$ cat config.mk
export PLATFORM = sky130hd
export DESIGN_NAME = hmm_forward_log_likelihood
export DESIGN_NICKNAME = d
export VERILOG_FILES = /design/src/rtl/hfll_pkg.sv /design/src/rtl/hfll_alu.sv /design/src/rtl/hfll_cfg.sv /design/src/rtl/hmm_forward_log_likelihood.sv
export VERILOG_INCLUDE_DIRS = /design/src /design/src/rtl
export SDC_FILE = /design/constraint.sdc
export NUM_CORES = 1
export LEC_CHECK = 0
export ABC_AREA = 1
export BUFFER_PORTS_ARGS = -buffer_cell sky130_fd_sc_hd__clkbuf_2
export CORE_ASPECT_RATIO = 1.25
export CORE_MARGIN = 1.5
export CORE_UTILIZATION = 50
export CTS_CLUSTER_SIZE = 20
export DETAILED_ROUTE_END_ITERATION = 6
export PLACE_DENSITY = 0.66
export SLEW_MARGIN = 5
export SYNTH_ARGS = -nofsm -noshare
export SYNTH_HDL_FRONTEND = slang
export SYNTH_HIERARCHICAL = 1
export SYNTH_SLANG_ARGS = --single-unit
$ cat constraint.sdc
create_clock -name i_clk -period 11.1 [get_ports i_clk]
set_input_delay 0.555 -clock i_clk [delete_from_list [all_inputs] [get_ports i_clk]]
set_output_delay 0.555 -clock i_clk [all_outputs]
set_load 0.005 [all_outputs]
$ cat src/rtl/hmm_forward_log_likelihood_defines.svh
// assertion macros used by the top-level rtl file
`ifndef HMM_FORWARD_LOG_LIKELIHOOD_DEFINES_SVH
`define HMM_FORWARD_LOG_LIKELIHOOD_DEFINES_SVH

// consequent checked in the same cycle as the antecedent
`define HFLL_ASSERT_SAME(label, clk, rst_n, ante, cons, msg) \
    label: assert property (@(posedge clk) disable iff (!rst_n) (ante) |-> (cons)) \
        else $error(msg);

// consequent checked in the cycle after the antecedent
`define HFLL_ASSERT_NEXT(label, clk, rst_n, ante, cons, msg) \
    label: assert property (@(posedge clk) disable iff (!rst_n) (ante) |=> (cons)) \
        else $error(msg);

`endif

$ cat src/rtl/hfll_pkg.sv
// ----------------------------------------------------------------------------
// hfll_pkg
// shared types and constants of the log-domain hmm forward scorer
// ----------------------------------------------------------------------------
`default_nettype none

package hfll_pkg;

    // minus infinity and the largest score
    localparam logic signed [31:0] NEG     = 32'sh8000_0000;
    localparam logic signed [31:0] MAX_POS = 32'sh7fff_ffff;

    // configuration register indexes
    localparam logic [2:0] REG_STATE_COUNT = 3'd0;
    localparam logic [2:0] REG_LOG_INITIAL = 3'd1;
    localparam logic [2:0] REG_TRANS_ROW0  = 3'd2;
    localparam logic [2:0] REG_TRANS_ROW1  = 3'd3;
    localparam logic [2:0] REG_TRANS_ROW2  = 3'd4;
    localparam logic [2:0] REG_EMIT_ROW0   = 3'd5;
    localparam logic [2:0] REG_EMIT_ROW1   = 3'd6;
    localparam logic [2:0] REG_EMIT_ROW2   = 3'd7;

    // correction of log-sum-exp, indexed by the difference >> 8
    localparam int CORR_LEN = 32;
    localparam logic [9:0] CORR_TABLE [0:CORR_LEN-1] = '{
        10'd710, 10'd590, 10'd485, 10'd396, 10'd321, 10'd258, 10'd206, 10'd164,
        10'd130, 10'd103, 10'd81,  10'd63,  10'd50,  10'd39,  10'd30,  10'd24,
        10'd19,  10'd15,  10'd11,  10'd9,   10'd7,   10'd5,   10'd4,   10'd3,
        10'd3,   10'd2,   10'd2,   10'd1,   10'd1,   10'd1,   10'd1,   10'd0
    };

    typedef enum logic {
        OP_ADD,
        OP_LSE
    } t_alu_op;

    typedef enum logic [1:0] {
        WORD_INIT,
        WORD_TRANS,
        WORD_EMIT
    } t_word_kind;

    // table word request to the configuration file
    typedef struct packed {
        t_word_kind kind;
        logic [1:0] row;
        logic [1:0] col;
    } t_word_req;

    typedef enum logic [2:0] {
        S_IDLE,
        S_INIT,
        S_TERM,
        S_ACC,
        S_EMIT,
        S_COMMIT,
        S_TOTAL
    } t_state;

endpackage

`default_nettype wire

$ cat src/rtl/hfll_alu.sv
// ----------------------------------------------------------------------------
// hfll_alu
// shared saturating add and log-sum-exp unit
// ----------------------------------------------------------------------------
`default_nettype none

module hfll_alu
    import hfll_pkg::*;
(
    input  wire t_alu_op            i_op,
    input  wire logic signed [31:0] i_a,
    input  wire logic signed [31:0] i_b,
    output logic signed [31:0]      o_y
);

    localparam logic signed [32:0] MIN33 = -33'sd2147483648;
    localparam logic signed [32:0] MAX33 = 33'sd2147483647;

    logic signed [31:0] w_max;
    logic signed [31:0] w_min;
    logic signed [32:0] w_sum;
    logic signed [32:0] w_diff;
    logic signed [32:0] w_lse;
    logic [9:0]         w_corr;

    assign w_sum  = 33'(i_a) + 33'(i_b);
    assign w_max  = (i_a > i_b) ? i_a : i_b;
    assign w_min  = (i_a > i_b) ? i_b : i_a;
    assign w_diff = 33'(w_max) - 33'(w_min);
    // correction is zero once the difference reaches 8.0
    assign w_corr = (w_diff[32:13] == '0) ? CORR_TABLE[w_diff[12:8]] : 10'd0;
    assign w_lse  = 33'(w_max) + $signed({23'd0, w_corr});

    always_comb begin
        case (i_op)
            OP_ADD: begin
                if (i_a == NEG || i_b == NEG) begin
                    o_y = NEG;
                end else if (w_sum <= MIN33) begin
                    o_y = NEG;
                end else if (w_sum > MAX33) begin
                    o_y = MAX_POS;
                end else begin
                    o_y = w_sum[31:0];
                end
            end
            OP_LSE: begin
                if (i_a == NEG) begin
                    o_y = i_b;
                end else if (i_b == NEG) begin
                    o_y = i_a;
                end else if (w_lse > MAX33) begin
                    o_y = MAX_POS;
                end else begin
                    o_y = w_lse[31:0];
                end
            end
            default: begin
                o_y = NEG;
            end
        endcase
    end

endmodule

`default_nettype wire

$ cat src/rtl/hfll_cfg.sv
// ----------------------------------------------------------------------------
// hfll_cfg
// configuration registers and table word decode
// ----------------------------------------------------------------------------
`default_nettype none

module hfll_cfg
    import hfll_pkg::*;
#(
    parameter int LOG_WORD_BITS = 16,
    parameter int USED_STATES   = 3,
    parameter int SIDX_W        = 2
) (
    input  wire logic               i_clk,
    input  wire logic               i_rst_n,
    input  wire logic               i_cfg_we,
    input  wire logic [2:0]         i_cfg_index,
    input  wire logic [63:0]        i_cfg_data,
    input  wire t_word_req          i_req,
    output logic signed [31:0]      o_word,
    output logic [SIDX_W-1:0]       o_last_state
);

    localparam int W = LOG_WORD_BITS;

    logic [1:0]  r_state_count;
    logic [47:0] r_initial;
    logic [47:0] r_trans [0:2];
    logic [63:0] r_emit  [0:2];
    logic [63:0] w_reg;

    always_ff @(posedge i_clk) begin
        if (!i_rst_n) begin
            r_state_count <= 2'd2;
            r_initial     <= '0;
            for (int k = 0; k < 3; k++) begin
                r_trans[k] <= '0;
                r_emit[k]  <= '0;
            end
        end else if (i_cfg_we) begin
            case (i_cfg_index)
                REG_STATE_COUNT: r_state_count <= i_cfg_data[1:0];
                REG_LOG_INITIAL: r_initial     <= i_cfg_data[47:0];
                REG_TRANS_ROW0:  r_trans[0]    <= i_cfg_data[47:0];
                REG_TRANS_ROW1:  r_trans[1]    <= i_cfg_data[47:0];
                REG_TRANS_ROW2:  r_trans[2]    <= i_cfg_data[47:0];
                REG_EMIT_ROW0:   r_emit[0]     <= i_cfg_data;
                REG_EMIT_ROW1:   r_emit[1]     <= i_cfg_data;
                REG_EMIT_ROW2:   r_emit[2]     <= i_cfg_data;
                default: begin
                end
            endcase
        end
    end

    // zero means one state, clamp to the states held
    always_comb begin
        if (r_state_count == 2'd0) begin
            o_last_state = '0;
        end else if (int'(r_state_count) > USED_STATES) begin
            o_last_state = SIDX_W'(USED_STATES - 1);
        end else begin
            o_last_state = SIDX_W'(int'(r_state_count) - 1);
        end
    end

    // signed word of the packed register, log zero maps to minus infinity
    function automatic logic signed [31:0] word_at(input logic [63:0] r, input logic [1:0] col);
        logic [63:0]  sh;
        logic [W-1:0] raw;
        logic         fits;
        sh   = r >> (int'(col) * W);
        raw  = W'(sh);
        fits = ((int'(col) + 1) * W) <= 64;
        if (!fits) begin
            return '0;
        end
        if (raw == {1'b1, {(W-1){1'b0}}}) begin
            return NEG;
        end
        return 32'($signed(raw));
    endfunction

    always_comb begin
        w_reg = '0;
        case (i_req.kind)
            WORD_INIT: w_reg = {16'd0, r_initial};
            WORD_TRANS: begin
                case (i_req.row)
                    2'd0:    w_reg = {16'd0, r_trans[0]};
                    2'd1:    w_reg = {16'd0, r_trans[1]};
                    2'd2:    w_reg = {16'd0, r_trans[2]};
                    default: w_reg = '0;
                endcase
            end
            WORD_EMIT: begin
                case (i_req.row)
                    2'd0:    w_reg = r_emit[0];
                    2'd1:    w_reg = r_emit[1];
                    2'd2:    w_reg = r_emit[2];
                    default: w_reg = '0;
                endcase
            end
            default: w_reg = '0;
        endcase
    end

    assign o_word = word_at(w_reg, i_req.col);

endmodule

`default_nettype wire

$ cat src/rtl/hmm_forward_log_likelihood.sv
// a first symbol runs an init and an emission step per state, a later one a transition and
// an accumulate step per source before each emission, then a commit; the input is stalled
// until idle; a last symbol adds a total pass and any wait on a full result register
// the next symbol is taken while a finished result still waits in the output register
// reset (synchronous, active low): scores zero, flag clear, state count two, tables zero
// ----------------------------------------------------------------------------
// hmm_forward_log_likelihood
// log-domain forward scorer of a small hidden markov model over dna symbols
// ----------------------------------------------------------------------------
`default_nettype none
`include "hmm_forward_log_likelihood_defines.svh"

module hmm_forward_log_likelihood
    import hfll_pkg::*;
#(
    parameter int MAX_STATES    = 3,
    parameter int LOG_WORD_BITS = 16
) (
    input  wire logic               i_clk,
    input  wire logic               i_rst_n,
    // configuration write port
    input  wire logic               i_cfg_we,
    input  wire logic [2:0]         i_cfg_index,
    input  wire logic [63:0]        i_cfg_data,
    // symbol channel
    input  wire logic               i_in_valid,
    output logic                    o_in_stall,
    input  wire logic [1:0]         i_symbol,
    input  wire logic               i_first,
    input  wire logic               i_last,
    // result channel
    output logic                    o_out_valid,
    input  wire logic               i_out_stall,
    output logic signed [31:0]      o_log_likelihood,
    output logic                    o_saturated
);

    // the tables hold three states, so no more scores are ever used
    localparam int USED_STATES = (MAX_STATES < 3) ? MAX_STATES : 3;
    localparam int SIDX_W      = (USED_STATES > 1) ? $clog2(USED_STATES) : 1;

    t_state r_state;
    t_state n_state;

    // latched symbol transfer
    logic [1:0] r_sym;
    logic       r_first;
    logic       r_last;

    // source and destination counters
    logic [SIDX_W-1:0] r_i;
    logic [SIDX_W-1:0] r_j;
    logic [SIDX_W-1:0] w_last_state;

    // scores, new scores, accumulator and transition term
    logic signed [31:0] r_score [0:USED_STATES-1];
    logic signed [31:0] r_next  [0:USED_STATES-1];
    logic signed [31:0] r_acc;
    logic signed [31:0] r_term;
    logic               r_sat;

    logic               w_accept;
    logic               w_out_free;
    logic               w_i_end;
    logic               w_j_end;
    logic               w_load_result;
    logic               w_commit_neg;

    t_word_req          w_req;
    logic signed [31:0] w_word;
    t_alu_op            w_op;
    logic signed [31:0] w_a;
    logic signed [31:0] w_b;
    logic signed [31:0] w_y;

    assign w_accept      = i_in_valid && !o_in_stall;
    assign w_out_free    = !o_out_valid || !i_out_stall;
    assign w_i_end       = (r_i == w_last_state);
    assign w_j_end       = (r_j == w_last_state);
    // last step of the total with room in the result register
    assign w_load_result = (r_state == S_TOTAL) && w_j_end && w_out_free;

    hfll_cfg #(
        .LOG_WORD_BITS (LOG_WORD_BITS),
        .USED_STATES   (USED_STATES),
        .SIDX_W        (SIDX_W)
    ) u_cfg (
        .i_clk        (i_clk),
        .i_rst_n      (i_rst_n),
        .i_cfg_we     (i_cfg_we),
        .i_cfg_index  (i_cfg_index),
        .i_cfg_data   (i_cfg_data),
        .i_req        (w_req),
        .o_word       (w_word),
        .o_last_state (w_last_state)
    );

    hfll_alu u_alu (
        .i_op (w_op),
        .i_a  (w_a),
        .i_b  (w_b),
        .o_y  (w_y)
    );

    // next state
    always_comb begin
        n_state = r_state;
        case (r_state)
            S_IDLE: begin
                if (w_accept) begin
                    n_state = i_first ? S_INIT : S_TERM;
                end
            end
            S_INIT: n_state = S_EMIT;
            S_TERM: n_state = S_ACC;
            S_ACC:  n_state = w_i_end ? S_EMIT : S_TERM;
            S_EMIT: begin
                if (w_j_end) begin
                    n_state = S_COMMIT;
                end else begin
                    n_state = r_first ? S_INIT : S_TERM;
                end
            end
            S_COMMIT: n_state = r_last ? S_TOTAL : S_IDLE;
            S_TOTAL: begin
                if (w_j_end && w_out_free) begin
                    n_state = S_IDLE;
                end
            end
            default: n_state = S_IDLE;
        endcase
    end

    // table word and shared unit operands for each step
    always_comb begin
        w_req.kind = WORD_INIT;
        w_req.row  = '0;
        w_req.col  = 2'(r_j);
        w_op       = OP_ADD;
        w_a        = r_acc;
        w_b        = w_word;
        case (r_state)
            S_INIT: begin
                w_req.kind = WORD_INIT;
            end
            S_TERM: begin
                // score of source i plus transition i to j
                w_req.kind = WORD_TRANS;
                w_req.row  = 2'(r_i);
                w_op       = OP_ADD;
                w_a        = r_score[r_i];
            end
            S_ACC: begin
                w_op = OP_LSE;
                w_b  = r_term;
            end
            S_EMIT: begin
                // add emission of the latched symbol in state j
                w_req.kind = WORD_EMIT;
                w_req.row  = 2'(r_j);
                w_req.col  = r_sym;
                w_op       = OP_ADD;
            end
            S_TOTAL: begin
                w_op = OP_LSE;
                w_b  = r_score[r_j];
            end
            default: begin
            end
        endcase
    end

    // any new score of a state in use at minus infinity
    always_comb begin
        w_commit_neg = 1'b0;
        for (int k = 0; k < USED_STATES; k++) begin
            if ((SIDX_W'(k) <= w_last_state) && (r_next[k] == NEG)) begin
                w_commit_neg = 1'b1;
            end
        end
    end

    // control state, scores and flag
    always_ff @(posedge i_clk) begin
        if (!i_rst_n) begin
            r_state     <= S_IDLE;
            r_i         <= '0;
            r_j         <= '0;
            r_sat       <= 1'b0;
            o_out_valid <= 1'b0;
            for (int k = 0; k < USED_STATES; k++) begin
                r_score[k] <= '0;
            end
        end else begin
            r_state <= n_state;
            // result leaves on a transfer, a new one may load in the same cycle
            if (w_load_result) begin
                o_out_valid <= 1'b1;
            end else if (!i_out_stall) begin
                o_out_valid <= 1'b0;
            end
            case (r_state)
                S_IDLE: begin
                    if (w_accept) begin
                        r_i <= '0;
                        r_j <= '0;
                        if (i_first) begin
                            r_sat <= 1'b0;
                        end
                    end
                end
                S_ACC: begin
                    r_i <= w_i_end ? '0 : SIDX_W'(r_i + 1'b1);
                end
                S_EMIT: begin
                    r_i <= '0;
                    r_j <= w_j_end ? '0 : SIDX_W'(r_j + 1'b1);
                end
                S_COMMIT: begin
                    // states beyond the count keep their scores
                    for (int k = 0; k < USED_STATES; k++) begin
                        if (SIDX_W'(k) <= w_last_state) begin
                            r_score[k] <= r_next[k];
                        end
                    end
                    if (w_commit_neg) begin
                        r_sat <= 1'b1;
                    end
                    r_j <= '0;
                end
                S_TOTAL: begin
                    if (!w_j_end) begin
                        r_j <= SIDX_W'(r_j + 1'b1);
                    end else if (w_out_free) begin
                        r_j <= '0;
                    end
                end
                default: begin
                end
            endcase
        end
    end

    // datapath registers
    always_ff @(posedge i_clk) begin
        case (r_state)
            S_IDLE: begin
                if (w_accept) begin
                    r_sym   <= i_symbol;
                    r_first <= i_first;
                    r_last  <= i_last;
                    r_acc   <= NEG;
                end
            end
            S_INIT: r_acc  <= w_word;
            S_TERM: r_term <= w_y;
            S_ACC:  r_acc  <= w_y;
            S_EMIT: begin
                r_next[r_j] <= w_y;
                // each destination chain starts from minus infinity
                r_acc       <= NEG;
            end
            S_COMMIT: r_acc <= NEG;
            S_TOTAL: begin
                if (!w_j_end) begin
                    r_acc <= w_y;
                end else if (w_out_free) begin
                    o_log_likelihood <= w_y;
                    o_saturated      <= r_sat || (w_y == NEG);
                end
            end
            default: begin
            end
        endcase
    end

    assign o_in_stall = (r_state != S_IDLE);

    `HFLL_ASSERT_NEXT(a_busy_after_accept, i_clk, i_rst_n, w_accept, o_in_stall, "accepted symbol did not make the block busy")
    `HFLL_ASSERT_SAME(a_result_needs_last, i_clk, i_rst_n, $rose(o_out_valid), r_last, "result raised for a symbol not marked last")
    `HFLL_ASSERT_NEXT(a_commit_no_last, i_clk, i_rst_n, (r_state == S_COMMIT) && !r_last, r_state == S_IDLE, "total pass entered without last")
    `HFLL_ASSERT_SAME(a_neg_sets_flag, i_clk, i_rst_n, o_out_valid && !o_saturated, o_log_likelihood != NEG, "minus infinity result without saturation flag")

endmodule

`default_nettype wire

==> results of run 1 <==
==> Yosys cell counts (9+ instances only) <==
master | n | area share [%]
buf_4 | 31 | 0.60
mux2i_1 | 11 | 0.29
buf_2 | 66 | 0.86
ha_1 | 86 | 2.8
nor3_1 | 20 | 0.26
nor2_1 | 441 | 4.3
o21ai_0 | 225 | 2.9
buf_6 | 17 | 0.50
xnor2_1 | 9 | 0.20
a211o_1 | 11 | 0.25
nor2_2 | 25 | 0.41
o21ai_1 | 42 | 0.55
nor4_1 | 22 | 0.36
edfxtp_1 | 629 | 49
o221ai_1 | 10 | 0.23
buf_1 | 12 | 0.12
a31oi_1 | 10 | 0.16
o211ai_1 | 56 | 1.1
nand2_1 | 1376 | 13
inv_2 | 36 | 0.35
dfxtp_1 | 63 | 3.3
clkbuf_1 | 96 | 0.94
nand2_2 | 18 | 0.29
inv_1 | 519 | 5.1
a21oi_1 | 229 | 3.0
xor2_1 | 46 | 1.0
nand4_1 | 67 | 1.1
nand3_1 | 347 | 4.5
==> cells by family after synthesis <==
family / after synthesis
XOR/XNOR: 60
buffers and inverters: 784
adder cells (fa/ha/maj): 88
AND/OR/NAND/NOR: 2347
AO/OA/AOI/OAI: 613
multiplexers: 11
flip-flops: 692
==> worst max-delay path: cells and delay by family, from the launching register on <==
kind | cells | cell delay [ps]
compound gates | 11 | 1710
simple gates | 49 | 5190
buf+inv | 17 | 2210
fa+ha+maj | 3 | 850
flops | 1 | 360
==> per-layer routing <==
layer	wire [um]	up-vias
met2	61900	1368
met3	8110	270
met5	11	-
li1	-	15800
met4	6080	2
met1	46500	15400
==> cell type report <==
| class | count | area [um^2] | share of cell area [%] |
|---|---|---|---|
| inverters | 561 | 2110 | 4.71 |
| clock inverters | 33 | 400 | 0.892 |
| well taps | 977 | 1220 | 2.72 |
| repair buffers | 486 | 3780 | 8.42 |
| flip-flops and latches | 692 | 20200 | 44.9 |
| clock buffers | 81 | 1670 | 3.72 |
| multi-input cells | 3120 | 15500 | 34.6 |
==> sequential cells by signal (all words and copies together), names as in the netlist, named ones only <==
name / flops
r_sym: 2
r_score: 96
u_cfg/r_initial: 48
u_cfg/r_trans: 144
r_first: 1
u_cfg/r_emit: 192
r_term: 32
r_sat: 1
o_log_likelihood: 32
r_i: 2
r_acc: 32
r_next: 96
o_saturated: 1
r_state: 3
r_j: 2
r_last: 1
u_cfg/r_state_count: 2
o_out_valid: 1
==> stage by stage <==
step	setup WS [ps]	total power, mW	utilization [%]	hold slack, ps
2_1_floorplan	914	8.64	-	445
3_3_place_gp	-30.8	12.5	55.5	510
3_5_place_dp	-236	12.4	55.5	514
4_1_cts	4.87	14.7	58.3	120
5_1_grt	-38.3	16.0	59.0	122
6_report	596	15.1	59.0	147
==> how the worst max path moves through the flow <==
stage | to | slack [ps]
4_1_cts | o_saturated$_DFFE_PP_ | 5
3_3_place_gp | o_saturated$_DFFE_PP_ | -30
2_1_floorplan | o_saturated$_DFFE_PP_ | 910
6_report | o_saturated$_DFFE_PP_ | 600
3_5_place_dp | o_saturated$_DFFE_PP_ | -240
5_1_grt | o_saturated$_DFFE_PP_ | -40
==> power breakdown <==
group,internal (mW),switching (mW)
clock network,1.27,0.929
logic,3.26,6.01
registers,3.55,0.0736
==> what timing repair did <==
action	4_1_cts	5_1_grt
setup endpoints to repair	2	193
hold endpoints to repair	0	0
buffers inserted	0	19
gates cloned	1	3
pin swaps	1	30
gates resized for setup	3	78
==> qor.txt, run 1 <==
Status = complete, no violations
Vias = 32.8k
Tightest Hold Check Type = in2reg
Skew final = 26.9 ps
Syn Inst Count = 4595
Worst-path fanout max = 16
Pleak = 19.7 nW
Setup TNS = 0 ps
CTS HTree Levels = 2
Most frequent cells in the layout = 1357 x nand2_1, 629 x edfxtp_1, 518 x inv_1
Simple-gate share of the synthesized area = 25.6%
Post-synth EDFFs = 629
Max-slew violations = 0
Register area share after synthesis = 52.4%
CP arrival = 11000 ps
Min Clock Period, post-route = 10500 ps
Worst slew pin tran = 1100 ps
Final WL = 123 mm
Worst-path clk slew = 70 ps
Crit path launch = r_state[1]$_SDFFE_PN0P_
Post-DP HPWL = 87.3 mm
Initial antenna violation count = 1
CP Class = reg2reg
Worst Hold Path Cells = 1
Final RePlAce weighted congestion = 1.02
Global routing usage on met3 = 3.21%
Clock Tree Root = clkbuf_16
Relative slew slack = 26.3%
Critical Path RT = 11600 ps
WHS Endpoint = r_first$_DFFE_PP_
Maximum vdd ir drop = 220 uV
First-pass GRT wire length = 184 mm
# hold bufs at CTS = 0
Commonest non-fill, non-tap cell in the layout = nand2_1
Yosys warns = 6
Share of post-route cells with drive strength above 1 = 15.5%
Maximum Capacitance Violations = 0
Slowest stage cell, crit path = dfxtp_2
Crit. End Element = register
Largest family of logic cells by synthesized area = simple AND/OR/NAND/NOR gates
Most used cell along the critical path = nand2_1
Largest net degree at the start of global routing = 97
Total grt overflow = 0
First-pass detailed-route iteration total = 6
Clock Sinks = 692
Non-Filler Instances = 5950
# DRC = 0
Vias per Instance = 5.51
Remaining antenna violation count after routing = 0
Synthesized cell area = 38500 um^2
Die X = 251 um
Hold Startpoint = i_first
Final Hold Viols = 0
Clk_lat worst skew = 640 ps
FP Rows = 113
Synth Area in XOR/XNOR = 1.49%
Die H = 313 um
Synth Area per Inst = 8.37 um^2
Critical path's largest stage delay = 360 ps
PwrDens = 336 nW/um^2
Final nets = 5085
Most crowded layer after global routing = met2
Max Clk Rate = 0.0952 GHz
Longest Clk Path Bufs = 3
Async set-reset flop share out of synthesis = 0%
Filler Cell Count = 6756
DR iter-0 viols = 2984
CTS tree = built
GR Util met1 = 37.5%
Core Box Area = 76100 um^2
Post-synthesis compound-gate area fraction = 8.84%
Final instance area = 44900 um^2
Grt met2 use = 54.5%
Synthesized Nets = 4759
Post-synthesis mux area share = 0.286%
GRT Total Usage = 30.7%
Vias in the first global route = 31.4k
Setup violators final = 0
Worst R2R Start = r_state[1]$_SDFFE_PN0P_
CTS buffer count = 60
Post-place instance area = 42200 um^2
# port buffers = 110
Final period utilization = 94.6%
Ys flop type = edfxtp_1
R2r worst-path depth = 80
Reg2reg end = o_saturated$_DFFE_PP_
Startpoint types = register
DIE AREA = 78600 um^2
Area Growth Syn to Fin = 16.7%
Synthesis-stage register bit count = 692
Adder-Cell Fraction of Synth Area = 2.90%
R2R Setup Slk = 600 ps
Avg WL per Cell = 20.6 um
Initial Utilization = 50.6%
Yosys cell types = 61
Diodes inserted = 0
Placed Cells = 5813
I/O Pins = 111
Power figures use the tool's default switching activity.
==> inputs of run 2 (changes only) <==
Settings changed: PLACE_DENSITY 0.66 to 0.73.
==> run 2 against run 1 <==
Critical endpoint unchanged. Sequential cell count unchanged. Sequential share of layout area increased by 0.41 points. Final cell count decreased by 0.17%. Critical path depth decreased by 4. Global-route usage decreased by 0.90 points. Register-to-register slack got worse by 20 ps. Count of clock-buffer cells in the layout decreased by 5. Sequential power about the same. Utilization decreased by 0.53 points.
==> qor.txt, run 2 (synthesis results as in run 1) <==
Clk_lat worst skew = 640 ps
Skew final = 29.5 ps
Total grt overflow = 0
Remaining antenna violation count after routing = 0
Worst Hold Path Cells = 1
FP Rows = 113
Maximum Capacitance Violations = 0
Diodes inserted = 0
Placed Cells = 5816
Most used cell along the critical path = nand2_1
Multi-input gate area = 15500 um^2
Relative slew slack = 23.6%
Hold Startpoint = i_symbol[0]
Final instance area = 44500 um^2
CTS tree = built
Slowest stage cell, crit path = dfxtp_1
Initial antenna violation count = 1
Vias = 33.4k
R2R Setup Slk = 580 ps
Vias per Instance = 5.62
Clock Tree Root = clkbuf_16
Critical path's largest stage delay = 360 ps
# DRC = 0
DR iter-0 viols = 3334
Crit. End Element = register
Post-DP HPWL = 84.9 mm
Max-slew violations = 0
Pleak = 19.5 nW
Setup TNS = 0 ps
Filler Cell Count = 6618
Final Hold Viols = 0
Non-Filler Instances = 5940
Largest net degree at the start of global routing = 97
Setup violators final = 0
Largest regs = u_cfg/r_emit x192, u_cfg/r_trans x144
CP arrival = 11010 ps
Final nets = 5077
First-pass detailed-route iteration total = 6
Clock Sinks = 692
Longest Clk Path Bufs = 3
R2r worst-path depth = 76
Final setup margin = 581 ps
Worst-path fanout max = 17
# hold bufs at CTS = 0
Initial Utilization = 50.6%
Post-place instance area = 42100 um^2
CP Class = reg2reg
Design Power = 14.8 mW
CTS HTree Levels = 2
Area Growth Syn to Fin = 15.6%
Crit path launch = r_state[1]$_SDFFE_PN0P_
Avg WL per Cell = 20.1 um
Core Box Area = 76100 um^2
DIE AREA = 78600 um^2
GRT Total Usage = 29.8%
# port buffers = 110
Startpoint types = register
Unrepaired setup endpoints after global routing = no
Reg2reg end = o_saturated$_DFFE_PP_
Min Clock Period, post-route = 10520 ps
I/O Pins = 111
Die X = 251 um
Max Clk Rate = 0.0951 GHz
Vias in the first global route = 31.9k
WHS Endpoint = r_sym[0]$_DFFE_PP_
Top reg by flops = u_cfg/r_emit
FF/Latch Area = 20200 um^2
Final RePlAce weighted congestion = 1.02
Worst slew pin tran = 1150 ps
Worst-path clk slew = 70 ps
Final WL = 119 mm
Tightest Hold Check Type = in2reg
Maximum vdd ir drop = 186 uV
Most frequent cells in the layout = 1362 x nand2_1, 629 x edfxtp_1, 519 x inv_1
Place WS = -58.0 ps
Worst R2R Start = r_state[1]$_SDFFE_PN0P_
Die H = 313 um
Status = complete, no violations
Max reg flops = 192
Critical Path RT = 11590 ps
PwrDens = 332 nW/um^2
Share of post-route cells with drive strength above 1 = 15.3%
Final period utilization = 94.8%
Commonest non-fill, non-tap cell in the layout = nand2_1
CTS buffer count = 59
First-pass GRT wire length = 180 mm
run 2: cell types whose count changed in the layout (fill, tap and decap cells not counted), sizes merged:
| cell | delta |
|---|---|
| buf | -6 |
| inv | +1 |
| clkinv | +4 |
| nand3 | -1 |
| clkbuf | -5 |
| bufinv | -4 |
| clkinvlp | +1 |
run 2: worst max-delay path: cells and delay by family, from the launching register on:
| kind | cells | cell delay [ps] |
|---|---|---|
| AOI/OAI and AO/OA | 14 | 2210 |
| xor gates and xnor gates | 1 | 200 |
| adders and majority gates | 3 | 870 |
| buffers and inverters | 19 | 2460 |
| DFF | 1 | 360 |
| and+or+nand+nor | 39 | 4250 |
run 2: worst max-delay path by stage:
stage	cells after the start	endpoint
2_1_floorplan	78	o_saturated$_DFFE_PP_
3_3_place_gp	72	o_saturated$_DFFE_PP_
3_5_place_dp	72	o_saturated$_DFFE_PP_
4_1_cts	72	o_saturated$_DFFE_PP_
5_1_grt	81	o_saturated$_DFFE_PP_
6_report	76	o_saturated$_DFFE_PP_
run 2: layout make-up:
| class | count | area share, % |
|---|---|---|
| multi-input cells | 3119 | 34.8 |
| inverters | 561 | 4.75 |
| flip-flops and latches | 692 | 45.3 |
| repair buffers | 480 | 8.11 |
| well taps | 977 | 2.75 |
| clock buffers | 76 | 3.55 |
| clock inverters | 35 | 0.771 |
run 2: power by group:
part           leakage (nW)  internal [mW]  switching [mW]  total (mW)
Clock                 0.948           1.13           0.937        2.07
Sequential             6.59           3.55          0.0755        3.63
Combinational          12.0           3.19            5.87        9.06
Total                  19.5           7.87            6.88        14.8
run 2: metrics by stage:
stage | util, % | hold WS [ps]
2_1_floorplan | - | 445
3_3_place_gp | 55.3 | 503
3_5_place_dp | 55.3 | 514
4_1_cts | 57.9 | 105
5_1_grt | 58.5 | 119
6_report | 58.5 | 132
run 2: routing by layer:
layer  global-route usage, %  part of all wire [%]  vias to the layer above
met2                    52.6                    50                     1648
met1                    36.2                    37                    15600
met5                       0                 0.011                        -
li1                        -                     -                    15800
met4                    15.6                   5.3                        2
met3                    2.69                   7.3                      324
run 2: what timing repair did:
action	4_1_cts	5_1_grt
setup endpoints to repair	1	193
pin swaps	0	23
buffers inserted	0	10
resized for setup	1	67
gates cloned	0	3
